--- config.mk ---
export PLATFORM = sky130hd
export DESIGN_NAME = sm3_hash_engine
export DESIGN_NICKNAME = d
export VERILOG_FILES = /design/src/rtl/core/sm3_pkg.sv /design/src/rtl/core/sm3_sched.sv /design/src/rtl/core/sm3_round.sv /design/src/rtl/core/sm3_hash_engine.sv
export SDC_FILE = /design/constraint.sdc
export NUM_CORES = 2
export LEC_CHECK = 0
export ABC_AREA = 1
export BUFFER_PORTS_ARGS = -buffer_cell sky130_fd_sc_hd__buf_2
export CAP_MARGIN = 20
export CELL_PAD_IN_SITES_DETAIL_PLACEMENT = 1
export CELL_PAD_IN_SITES_GLOBAL_PLACEMENT = 1
export CORE_ASPECT_RATIO = 0.5
export CORE_MARGIN = 3
export CORE_UTILIZATION = 52
export CTS_CLUSTER_DIAMETER = 150
export DETAILED_ROUTE_END_ITERATION = 6
export MAX_ROUTING_LAYER = met4
export PLACE_DENSITY_LB_ADDON = 0.1
export SYNTH_ARGS = -nofsm -noshare
export SYNTH_HDL_FRONTEND = slang
export SYNTH_HIERARCHICAL = 1
export SYNTH_SLANG_ARGS = --single-unit
--- constraint.sdc ---
create_clock -name aclk -period 11.35 [get_ports aclk]
set_clock_uncertainty 0.05 [all_clocks]
set_input_delay 2.27 -clock aclk [delete_from_list [all_inputs] [get_ports aclk]]
set_output_delay 2.27 -clock aclk [all_outputs]
set_load 0.005 [all_outputs]
--- src/rtl/core/sm3_pkg.sv ---
// sm3 package: constants, types and round helper functions
// used by the message schedule, round datapath and top level
`timescale 1ns / 1ps
`default_nettype none
package sm3_pkg;

    localparam int WORD_W = 32;

    localparam logic [WORD_W-1:0] IV [8] = '{
        32'h7380166F, 32'h4914B2B9, 32'h172442D7, 32'hDA8A0600,
        32'hA96F30BC, 32'h163138AA, 32'hE38DEE4D, 32'hB0FB0E4E
    };
    localparam logic [WORD_W-1:0] TJ_LOW  = 32'h79CC4519;
    localparam logic [WORD_W-1:0] TJ_HIGH = 32'h7A879D8A;
    localparam logic [7:0] PAD_BYTE = 8'h80;
    localparam int LEN_BITS_POS = 448;
    localparam logic [3:0] LEN_WORD_POS = 4'(LEN_BITS_POS / 32);

    // sequencer states
    typedef enum logic [2:0] {
        ST_IDLE,
        ST_COMPRESS,
        ST_PAD,
        ST_OUTPUT
    } sm3_state_t;

    // control from sequencer to round unit
    typedef struct packed {
        logic load;    // copy chain value into work registers
        logic round;   // run one round
        logic fold;    // xor work registers into chain value
        logic reinit;  // chain value back to iv
    } sm3_ctrl_t;

    function automatic logic [WORD_W-1:0] rotl(input logic [WORD_W-1:0] x,
                                               input logic [4:0] n);
        logic [2*WORD_W-1:0] d;
        d = {x, x} << n;
        return d[2*WORD_W-1:WORD_W];
    endfunction

    function automatic logic [WORD_W-1:0] perm0(input logic [WORD_W-1:0] x);
        return x ^ rotl(x, 5'd9) ^ rotl(x, 5'd17);
    endfunction

    function automatic logic [WORD_W-1:0] perm1(input logic [WORD_W-1:0] x);
        return x ^ rotl(x, 5'd15) ^ rotl(x, 5'd23);
    endfunction

endpackage
`default_nettype wire

--- src/rtl/core/sm3_sched.sv ---
// sm3 message schedule: 16-word sliding window, one expanded word per round
// depends on sm3_pkg
`timescale 1ns / 1ps
`default_nettype none
module sm3_sched (
    input  wire logic                      aclk,
    input  wire logic                      wr_en,
    input  wire logic [3:0]                wr_idx,
    input  wire logic [sm3_pkg::WORD_W-1:0] wr_data,
    input  wire logic                      shift_en,
    output logic [sm3_pkg::WORD_W-1:0]     w_j,
    output logic [sm3_pkg::WORD_W-1:0]     w_j4
);
    import sm3_pkg::*;

    logic [WORD_W-1:0] win_reg [16];
    logic [WORD_W-1:0] w_new;

    assign w_j  = win_reg[0];
    assign w_j4 = win_reg[4];

    // expansion of word j+16 from the window
    always_comb begin
        w_new = perm1(win_reg[0] ^ win_reg[7] ^ rotl(win_reg[13], 5'd15))
                ^ rotl(win_reg[3], 5'd7) ^ win_reg[10];
    end

    // fill during load, slide during rounds
    always_ff @(posedge aclk) begin
        if (wr_en) begin
            win_reg[wr_idx] <= wr_data;
        end else if (shift_en) begin
            for (int k = 0; k < 15; k++) begin
                win_reg[k] <= win_reg[k+1];
            end
            win_reg[15] <= w_new;
        end
    end

endmodule
`default_nettype wire

--- src/rtl/core/sm3_round.sv ---
// sm3 round unit: work registers a..h, one round per cycle while ctrl.round is set, chain value
// depends on sm3_pkg
`timescale 1ns / 1ps
`default_nettype none
module sm3_round (
    input  wire logic                       aclk,
    input  wire logic                       aresetn,
    input  wire sm3_pkg::sm3_ctrl_t         ctrl,
    input  wire logic [5:0]                 round_idx,
    input  wire logic [sm3_pkg::WORD_W-1:0] w_j,
    input  wire logic [sm3_pkg::WORD_W-1:0] w_j4,
    input  wire logic [1:0]                 part_sel,
    output logic [63:0]                     part_data
);
    import sm3_pkg::*;

    logic [WORD_W-1:0] cv_reg [8];
    logic [WORD_W-1:0] wk_reg [8];
    logic [WORD_W-1:0] a12, ss1, ss2, ffv, ggv, tt1, tt2, tj;
    logic early;

    // one compression round
    always_comb begin
        early = (round_idx < 6'd16);
        tj    = early ? TJ_LOW : TJ_HIGH;
        a12   = rotl(wk_reg[0], 5'd12);
        ss1   = rotl(a12 + wk_reg[4] + rotl(tj, round_idx[4:0]), 5'd7);
        ss2   = ss1 ^ a12;
        ffv   = early ? (wk_reg[0] ^ wk_reg[1] ^ wk_reg[2])
                      : ((wk_reg[0] & wk_reg[1]) | (wk_reg[0] & wk_reg[2])
                         | (wk_reg[1] & wk_reg[2]));
        ggv   = early ? (wk_reg[4] ^ wk_reg[5] ^ wk_reg[6])
                      : ((wk_reg[4] & wk_reg[5]) | (~wk_reg[4] & wk_reg[6]));
        tt1   = ffv + wk_reg[3] + ss2 + (w_j ^ w_j4);
        tt2   = ggv + wk_reg[7] + ss1 + w_j;
    end

    // work registers
    always_ff @(posedge aclk) begin
        if (ctrl.load) begin
            wk_reg <= cv_reg;
        end else if (ctrl.round) begin
            wk_reg[0] <= tt1;
            wk_reg[1] <= wk_reg[0];
            wk_reg[2] <= rotl(wk_reg[1], 5'd9);
            wk_reg[3] <= wk_reg[2];
            wk_reg[4] <= perm0(tt2);
            wk_reg[5] <= wk_reg[4];
            wk_reg[6] <= rotl(wk_reg[5], 5'd19);
            wk_reg[7] <= wk_reg[6];
        end
    end

    // chain value
    always_ff @(posedge aclk) begin
        if (!aresetn || ctrl.reinit) begin
            cv_reg <= IV;
        end else if (ctrl.fold) begin
            for (int k = 0; k < 8; k++) begin
                cv_reg[k] <= cv_reg[k] ^ wk_reg[k];
            end
        end
    end

    assign part_data = {cv_reg[{part_sel, 1'b0}], cv_reg[{part_sel, 1'b1}]};

endmodule
`default_nettype wire

--- src/rtl/core/sm3_hash_engine.sv ---
// sm3 hash engine top level: input buffering, padding sequencer, digest output
// depends on sm3_pkg, sm3_sched, sm3_round
//
// usage:
//   s_axis carries message words; tdata = msg_word (32 bits, first byte in
//   bits 31..24), tuser = word_bytes (3 bits), tlast = last_word.
//   m_axis carries four digest transactions per message; tdata = digest_part,
//   tuser = part_index, tlast = last_part.
// sequence:
//   each non-final word is taken while s_tready is high; the sixteenth word of a
//   block starts a compression of a load step, 64 rounds and a fold step
//   during which s_tready is low, so no new word is taken until the block
//   is folded into the chain value.
//   the rounds are counted by the sequencer and run on the single round unit.
//   a final word adds padding words at one per cycle, one or two
//   compressions, then the four digest parts.
// reset: chain value returns to the iv, counters clear, no output pending.
// stall: while m_tready is low the current part holds; no new input is
//   taken until all four parts are delivered.
`timescale 1ns / 1ps
`default_nettype none
module sm3_hash_engine (
    input  wire logic        aclk,
    input  wire logic        aresetn,
    input  wire logic        s_tvalid,
    output logic             s_tready,
    input  wire logic [31:0] s_tdata,   // msg_word[31:0]
    input  wire logic [2:0]  s_tuser,   // word_bytes[2:0]
    input  wire logic        s_tlast,   // last_word
    output logic             m_tvalid,
    input  wire logic        m_tready,
    output logic [63:0]      m_tdata,   // digest_part[63:0]
    output logic [1:0]       m_tuser,   // part_index[1:0]
    output logic             m_tlast    // last_part
);
    import sm3_pkg::*;

    sm3_state_t state_reg, state_next;
    logic [3:0]  pos_reg, pos_next;
    logic [63:0] len_reg, len_next;
    logic [6:0]  rnd_reg, rnd_next;
    logic [1:0]  part_reg, part_next;
    logic        fin_reg, fin_next;     // padding pending / in progress
    logic        extra_reg, extra_next; // a length block still needed
    logic        pend4_reg, pend4_next; // 0x80 word still to push
    logic        skip_reg, skip_next;   // current pad block takes no length words

    sm3_ctrl_t ctrl;
    logic wr_en;
    logic [31:0] wr_data;
    logic [31:0] w_j, w_j4;
    logic [2:0] nb;
    logic [31:0] keep;
    logic s_fire, m_fire;

    assign s_fire = s_tvalid && s_tready;
    assign m_fire = m_tvalid && m_tready;
    assign nb = (s_tuser > 3'd4) ? 3'd4 : s_tuser;

    // mask of kept bytes for a partial final word; the pad byte is or-ed in after it
    always_comb begin
        unique case (nb)
            3'd0:    keep = 32'h0;
            3'd1:    keep = 32'hFF000000;
            3'd2:    keep = 32'hFFFF0000;
            3'd3:    keep = 32'hFFFFFF00;
            default: keep = 32'hFFFFFFFF;
        endcase
    end

    // next state
    always_comb begin
        state_next = state_reg;
        unique case (state_reg)
            ST_IDLE: begin
                if (s_fire && (pos_reg == 4'd15 || s_tlast)) begin
                    state_next = (pos_reg == 4'd15) ? ST_COMPRESS : ST_PAD;
                end
            end
            ST_COMPRESS: begin
                if (rnd_reg == 7'd65) begin
                    state_next = fin_reg ? (extra_reg ? ST_PAD : ST_OUTPUT) : ST_IDLE;
                end
            end
            ST_PAD: begin
                if (pos_reg == 4'd15) state_next = ST_COMPRESS;
            end
            ST_OUTPUT: begin
                if (m_fire && part_reg == 2'd3) state_next = ST_IDLE;
            end
            default: state_next = ST_IDLE;
        endcase
    end

    // datapath control and counters
    always_comb begin
        ctrl        = '0;
        wr_en       = 1'b0;
        wr_data     = 32'h0;
        pos_next    = pos_reg;
        len_next    = len_reg;
        rnd_next    = rnd_reg;
        part_next   = part_reg;
        fin_next    = fin_reg;
        extra_next  = extra_reg;
        pend4_next  = pend4_reg;
        skip_next   = skip_reg;
        s_tready    = 1'b0;
        m_tvalid    = 1'b0;
        unique case (state_reg)
            ST_IDLE: begin
                s_tready = 1'b1;
                if (s_fire) begin
                    wr_en    = 1'b1;
                    pos_next = pos_reg + 4'd1;
                    if (!s_tlast) begin
                        wr_data  = s_tdata;
                        len_next = len_reg + 64'd32;
                    end else begin
                        len_next   = len_reg + {58'd0, nb, 3'd0};
                        fin_next   = 1'b1;
                        extra_next = 1'b1;
                        pend4_next = (nb == 3'd4);
                        // pad byte in slot 14 leaves no room for the length
                        skip_next  = (nb == 3'd4) ? (pos_reg == LEN_WORD_POS - 4'd1)
                                                  : (pos_reg == LEN_WORD_POS);
                        if (nb == 3'd4) begin
                            wr_data = s_tdata;
                        end else begin
                            wr_data = (s_tdata & keep)
                                      | ({PAD_BYTE, 24'd0} >> {nb, 3'b000});
                        end
                    end
                end
            end
            ST_COMPRESS: begin
                rnd_next = rnd_reg + 7'd1;
                if (rnd_reg == 7'd0) begin
                    ctrl.load = 1'b1;
                end else if (rnd_reg == 7'd65) begin
                    ctrl.fold = 1'b1;
                    rnd_next  = 7'd0;
                end else begin
                    ctrl.round = 1'b1;
                end
            end
            ST_PAD: begin
                wr_en    = 1'b1;
                pos_next = pos_reg + 4'd1;
                if (pend4_reg) begin
                    wr_data    = {PAD_BYTE, 24'd0};
                    pend4_next = 1'b0;
                end else if (pos_reg == LEN_WORD_POS && extra_reg && !skip_reg) begin
                    wr_data = len_reg[63:32];
                end else if (pos_reg == 4'd15 && extra_reg && !skip_reg) begin
                    wr_data    = len_reg[31:0];
                    extra_next = 1'b0;
                end else begin
                    wr_data = 32'h0;
                end
                // the block after a zero-only block carries the length
                if (pos_reg == 4'd15) begin
                    skip_next = 1'b0;
                end
            end
            ST_OUTPUT: begin
                m_tvalid = 1'b1;
                if (m_fire) begin
                    part_next = part_reg + 2'd1;
                    if (part_reg == 2'd3) begin
                        ctrl.reinit = 1'b1;
                        fin_next    = 1'b0;
                        len_next    = 64'd0;
                        pos_next    = 4'd0;
                    end
                end
            end
            default: ;
        endcase
    end

    // control registers
    always_ff @(posedge aclk) begin
        if (!aresetn) begin
            state_reg  <= ST_IDLE;
            pos_reg    <= 4'd0;
            len_reg    <= 64'd0;
            rnd_reg    <= 7'd0;
            part_reg   <= 2'd0;
            fin_reg    <= 1'b0;
            extra_reg  <= 1'b0;
            pend4_reg  <= 1'b0;
            skip_reg   <= 1'b0;
        end else begin
            state_reg  <= state_next;
            pos_reg    <= pos_next;
            len_reg    <= len_next;
            rnd_reg    <= rnd_next;
            part_reg   <= part_next;
            fin_reg    <= fin_next;
            extra_reg  <= extra_next;
            pend4_reg  <= pend4_next;
            skip_reg   <= skip_next;
        end
    end

    sm3_sched u_sched (
        .aclk     (aclk),
        .wr_en    (wr_en),
        .wr_idx   (pos_reg),
        .wr_data  (wr_data),
        .shift_en (ctrl.round),
        .w_j      (w_j),
        .w_j4     (w_j4)
    );

    sm3_round u_round (
        .aclk      (aclk),
        .aresetn   (aresetn),
        .ctrl      (ctrl),
        .round_idx (6'(rnd_reg - 7'd1)),
        .w_j       (w_j),
        .w_j4      (w_j4),
        .part_sel  (part_reg),
        .part_data (m_tdata)
    );

    assign m_tuser = part_reg;
    assign m_tlast = (part_reg == 2'd3);

    // checks
    a_no_in_out: assert property (@(posedge aclk) disable iff (!aresetn)
        !(s_tready && m_tvalid)) else $error("input and output active together");
    a_rnd_idle: assert property (@(posedge aclk) disable iff (!aresetn)
        (state_reg != ST_COMPRESS) |-> (rnd_reg == 7'd0))
        else $error("round counter not cleared");
    a_out_ends: assert property (@(posedge aclk) disable iff (!aresetn)
        (m_fire && m_tlast) |=> (state_reg == ST_IDLE && pos_reg == 4'd0))
        else $error("digest end did not return to idle");

endmodule
`default_nettype wire
# ---- After elaboration in Yosys (flattened, before gate mapping)
# Memories as Yosys holds them, arrays and structs flattened.
# Index checks and enable logic that the tools add are counted.
dict set report word_totals {
  ff_bits 596
  mem_bits_rw 512
  inputBits 40
  output_inout_bits 69
  wordCells 208
  memories 1
}
# memory depth word_bits rd rd_ports_with_merged_regs wr line
set mem_list {}
lappend mem_list {u_sched.win_reg 16 32 16 0 16 sm3_sched.sv:16} ;# logic [WORD_W-1:0] win_reg [16];
dict set report classes {
  n_addsub 14
  n_lt_le_gt_ge 4
  n_eq_ne 23
  shifts 2
  mux 76
  bitwise_logic 35
  n_reduce_logical 28
}
# cell n
set op_table {}
lappend op_table {{$xor 32x32->32} 22}
lappend op_table {{$mux 256} 2}
lappend op_table {{$mux 32} 13}
lappend op_table {{$add 32x32->32} 8}
lappend op_table {{$mux 64} 4}
lappend op_table {{$and 32x32->32} 6}
lappend op_table {{$bmux 32 s3} 2}
lappend op_table {{$or 32x32->32} 4}
lappend op_table {{$pmux 32 s4} 1}
lappend op_table {{$pmux 64 s2} 1}
lappend op_table {{$add 64x6->64} 1}
lappend op_table {{$add 64x6->64 const B} 1}
lappend op_table {{$pmux 32 s2} 1}
lappend op_table {{$shl 64x5->64} 1}
lappend op_table {{$not 32->32} 1}
lappend op_table {{$reduce_or 32->1} 1}
lappend op_table {{$shr 32x6->32 const A} 1}
lappend op_table {{$mux 1} 29}
lappend op_table {{$mux 26} 1}
lappend op_table {{$ne 2x2->1 const B} 11}
lappend op_table {{$mux 3} 6}
lappend op_table {{$mux 4} 4}
lappend op_table {{$reduce_and 4->1} 4}
lappend op_table {{$mux 7} 2}
lappend op_table {{29 further kinds} 55}

# ---- Longest topological paths before layout
dict set report depth {
  depth_word 11
  mapped_depth 55
  ltp_nobuf 52
}

# ---- Modules after synthesis
# Netlist, hierarchy kept.
# module instances cells_per_inst area_each_um2 seq_area_each_um2
set modules_own_cells {}
lappend modules_own_cells {sm3_round 1 4868 36617.6 12812.3}
lappend modules_own_cells {sm3_sched 1 2491 23530.1 15374.7}
lappend modules_own_cells {sm3_hash_engine 1 1046 6149.6 1601.5}

# ---- Worst setup path before layout
# OpenSTA, ideal clock, no wires.
dict set report synth_path {
  path_kind {flip-flop to flip-flop}
  start {register rnd_reg[0]}
  end {register u_round/wk_reg[113] (netlist name), data pin}
  arrival_ns 7.408
  slack_ns 3.628
  path_stages_with_launch 48
  n_path_buf 3
  path_cell_list {dfxtp_1 > inv_1 > ha_1 > nand2_1 > xor2_1 > buf_2 > nor2_2 > inv_2 > buf_2 > clkbuf_1 > ha_1 > inv_1 > nand2_1 > o21ai_0 > nand2_1 > nand3_1 > o21ai_0 > nand2_1 > [12 not listed] > nand2_1 > xnor2_1 > fa_1 > fa_1 > fa_1 > inv_1 > nand3_1 > nand2_1 > nand2_1 > nand2_1 > nand2_1 > nand2_2 > nand2_1 > nand3_1 > nand2_1 > or2_1 > nand3_1 > o21ai_0}
}
dict set report synth_via {
  elab_chain_len 11
}
# element line
set synth_rtl {}
lappend synth_rtl {{start: declaration} sm3_hash_engine.sv:41} ;# logic [6:0] rnd_reg, rnd_next;
lappend synth_rtl {{start signal: assignment} sm3_hash_engine.sv:198} ;# rnd_reg <= rnd_next;
lappend synth_rtl {{$sub 6x1->6} sm3_hash_engine.sv:221} ;# .round_idx (6'(rnd_reg - 7'd1)),
lappend synth_rtl {{$lt 6x5->1} sm3_round.sv:24} ;# early = (round_idx < 6'd16);
lappend synth_rtl {{$mux 26} sm3_round.sv:25} ;# tj = early ? TJ_LOW : TJ_HIGH;
lappend synth_rtl {{$shl 64x5->64} sm3_pkg.sv:38} ;# d = {x, x} << n;
lappend synth_rtl {{$add 32x32->32} sm3_round.sv:27} ;# ss1 = rotl(a12 + wk_reg[4] + rotl(tj, round_idx[4:0]), 5'd7);
lappend synth_rtl {{$add 32x32->32 (2 in a row)} sm3_round.sv:35} ;# tt2 = ggv + wk_reg[7] + ss1 + w_j;
lappend synth_rtl {{$xor 32x32->32 (2 in a row)} sm3_pkg.sv:43} ;# return x ^ rotl(x, 5'd9) ^ rotl(x, 5'd17);
lappend synth_rtl {{$mux 256} sm3_round.sv:42} ;# end else if (ctrl.round) begin
lappend synth_rtl {{$mux 256 (*)} sm3_round.sv:40} ;# if (ctrl.load) begin
lappend synth_rtl {{end signal: assignment} sm3_round.sv:41} ;# wk_reg <= cv_reg;
lappend synth_rtl {{end: declaration} sm3_round.sv:18} ;# logic [WORD_W-1:0] wk_reg [8];
# Every way passes the cells marked *; elsewhere a longest branch is shown, timed or not. The select of a mux whose other input is x is not followed.
# A chain may end at the register's enable or synchronous reset.

# ---- Final worst setup path
dict set report layout_path {
  start {register rnd_reg[0]}
  end {register u_round/wk_reg[120] (netlist name), data pin}
}
# Same word-level chain as after synthesis.

==> impl_metrics.json <==
{
  "cts_max_level": 3,
  "grt_pass1_vias": 63000,
  "cp.required_ps": 11750,
  "die_y_um": 258.5,
  "holdCritStartpoint": "skip_reg",
  "cp.arrival_ps": 10600,
  "r2r-start": "rnd_reg[0]",
  "hold_viol": 0,
  "cts_tree": "yes",
  "slew-limit-headroom": 0.2202,
  "synthDominantCellAreaShare": 0.3479,
  "syn-cell-area_mm2": 0.06630,
  "ctsResizeCount": 0,
  "status": "complete, no violations",
  "r2r_setup_slack_ps": 1150,
  "async_flop_share": 0,
  "cp_max_fo": 34,
  "grt.overflow.total": 0,
  "die_w_um": 511.0,
  "syn_to_final_growth_pct": 8.504,
  "seq_area_mm2": 0.02979,
  "core_region_area_mm2": 0.1249,
  "num-fill-cells": 15320,
  "synth-main-ff-cell": "edfxtp_1",
  "dp.cells": 9916,
  "multi_input_area_mm2": 0.03179,
  "grt_max_degree": 169,
  "antenna_left": 0,
  "die-area_mm2": 0.1321,
  "drv_slew": 0,
  "largest_reg_flops": 512,
  "r2r-end": "u_round/wk_reg[120]",
  "antenna_found_initial": 27,
  "gp_congestion": 1.057,
  "slowest_stage": "inv_2",
  "synth_edf_count": 768,
  "rsz0062_at_grt": "false",
  "hold_end": "skip_reg",
  "place_hpwl_um": 211200,
  "syn_inst": 8405,
  "ys_ff_latch": 1104,
  "wl_per_cell_um": 28.58,
  "io_buffers": 108,
  "clock_sinks": 1104,
  "path_buf_inv": 7,
  "crit_top_cell": "nand2_1",
  "hp-class": "flip-flop to flip-flop",
  "critPathLaunchType": "flip-flop",
  "synth_nets": 8746,
  "via_per_inst": 6.282,
  "nets": 8688,
  "cts_buffer_depth": 3,
  "clock.fmax_mhz": 98.05,
  "yosys.area.top_type": "edfxtp_1",
  "max-cap-violations": 0,
  "setup_violations": 0,
  "vias": 63630,
  "cts_setup_buffers": 0,
  "cts_buffers": 103,
  "drt-initial-drc-count": 9067,
  "worst_slew_pin_slew_ps": 1166,
  "clkLatencyLatePin_ps": 770,
  "stdcell_count": 10130,
  "grt.total_usage": 0.4428,
  "yosysMostFrequentCell": "nand2_1",
  "io_pins": 109,
  "ctsHoldBuffers": 0,
  "holdWs_ps": 432.9,
  "avgSynthCellArea_um2": 7.888,
  "hold-path-cell-count": 2,
  "period_minus_slack_ps": 10200,
  "max_stage_delay_ps": 710,
  "drt-pass1-iter-count": 6,
  "yosysWarnings": 6,
  "critical_path_class": "flip-flop to flip-flop",
  "clk_pin_slew_ps": 70,
  "ys_types": 61,
  "synthTopCellsByArea": "edfxtp_1, nand2_1, dfxtp_1",
  "synth_commonest_cells": "nand2_1, inv_1, o21ai_0",
  "setup_tns_ps": 0,
  "drt_wl_total_um": 289500,
  "num_rows": 91,
  "start_util": 0.5308,
  "drc_errors": 0,
  "clockRootBuffer": "clkbuf_16",
  "period_share": 0.8986,
  "reg2regPathDepth": 44,
  "cp-end-kind": "flip-flop",
  "crit_family": "adder cells",
  "drive_gt1_frac": 0.05394,
  "grt_pass1_wl_um": 419800,
  "ys_seq_area_frac": 0.4493
}
==> tightest hold or removal path, delay by kind of cell (launching register included) <==
kind            cells  cell delay (ps)
compound gates      1               50
flops               1              320
simple gates        1               70
==> how the worst max path moves through the flow <==
stage | cells after the start | to | slack (ps) | from
after global routing | 45 | u_round/a12[9] | 660 | rnd_reg[0]
after floorplan | 47 | u_round/wk_reg[113] | 3630 | rnd_reg[0]
after CTS | 44 | u_round/wk_reg[120] | 1460 | rnd_reg[0]
after detailed placement | 44 | u_round/wk_reg[120] | 1480 | rnd_reg[0]
after global placement | 44 | u_round/wk_reg[120] | 1580 | rnd_reg[0]
final | 44 | u_round/wk_reg[120] | 1150 | rnd_reg[0]
==> layout by cell type, fill, tap and decap left out, types with 8 or more instances in the layout <==
cell and n:
mux2i_1 15, buf_4 65, o211ai_1 17, o21ai_1 31, a21o_1 17, dfxtp_1 334, inv_1 908, clkinv_2 14
o21a_1 8, ha_1 112, nand3b_1 100, nor2_1 546, edfxtp_1 768, a21oi_1 304, nor2_2 11, o22ai_1 68
inv_6 8, buf_2 108, inv_2 11, xor2_1 103, nor2_4 10, fa_1 189, nand4_1 79, nand2_1 2611
bufinv_16 15, o21bai_1 12, diode_2 20, o21ai_0 793, nor3_1 82, o21ai_2 21, or2_2 17, o21ai_4 15
clkinv_1 15, clkbuf_16 103, clkbuf_1 25, nand2_2 9, nand3_1 757, xnor2_1 41
==> through the flow <==
step | setup slack, ps | cell area, um^2 | util
floorplan | 3628 | 66300 | -
global placement | 1583 | 68280 | 0.5467
detailed placement | 1481 | 68280 | 0.5467
CTS | 1461 | 71890 | 0.5755
global route | 656.5 | 71930 | 0.5759
finish | 1151 | 71940 | 0.5759
==> metal layers <==
| metal | routed length [um] | global-route usage | share of wire |
|---|---|---|---|
| met5 | 0 | - | 0 |
| met4 | 15660 | 0.2040 | 0.054 |
| met3 | 37330 | 0.1135 | 0.13 |
| met2 | 121800 | 0.6376 | 0.42 |
| met1 | 114700 | 0.5875 | 0.40 |
==> kinds of logic (layout without fill, tap and decap cells) <==
| kind of cell | count (synthesis) | after routing | share of synthesized area |
|---|---|---|---|
| multiplexers | 16 | 16 | 0.002434 |
| buffers and inverters | 1268 | 1298 | 0.07474 |
| adder cells (fa/ha/maj) | 301 | 301 | 0.07821 |
| XOR/XNOR | 152 | 152 | 0.02114 |
| AO/OA/AOI/OAI | 1316 | 1316 | 0.1053 |
| other | 0 | 20 | 0 |
| AND/OR/NAND/NOR | 4248 | 4248 | 0.2688 |
| flip-flops | 1104 | 1104 | 0.4493 |
==> cell type report <==
cell class / count / share of cell area
Antenna cell: 20 / 0.0006957
Clock buffer: 130 / 0.03752
Clock inverter: 63 / 0.01256
Inverter: 928 / 0.04861
Multi-Input combinational cell: 6033 / 0.4419
Sequential cell: 1104 / 0.4142
Tap cell: 1674 / 0.02912
Timing Repair Buffer: 177 / 0.01541
Power is left out: the tool's default activity adds up to more than one toggle a clock period on the data nets, which glitch-free logic cannot reach.
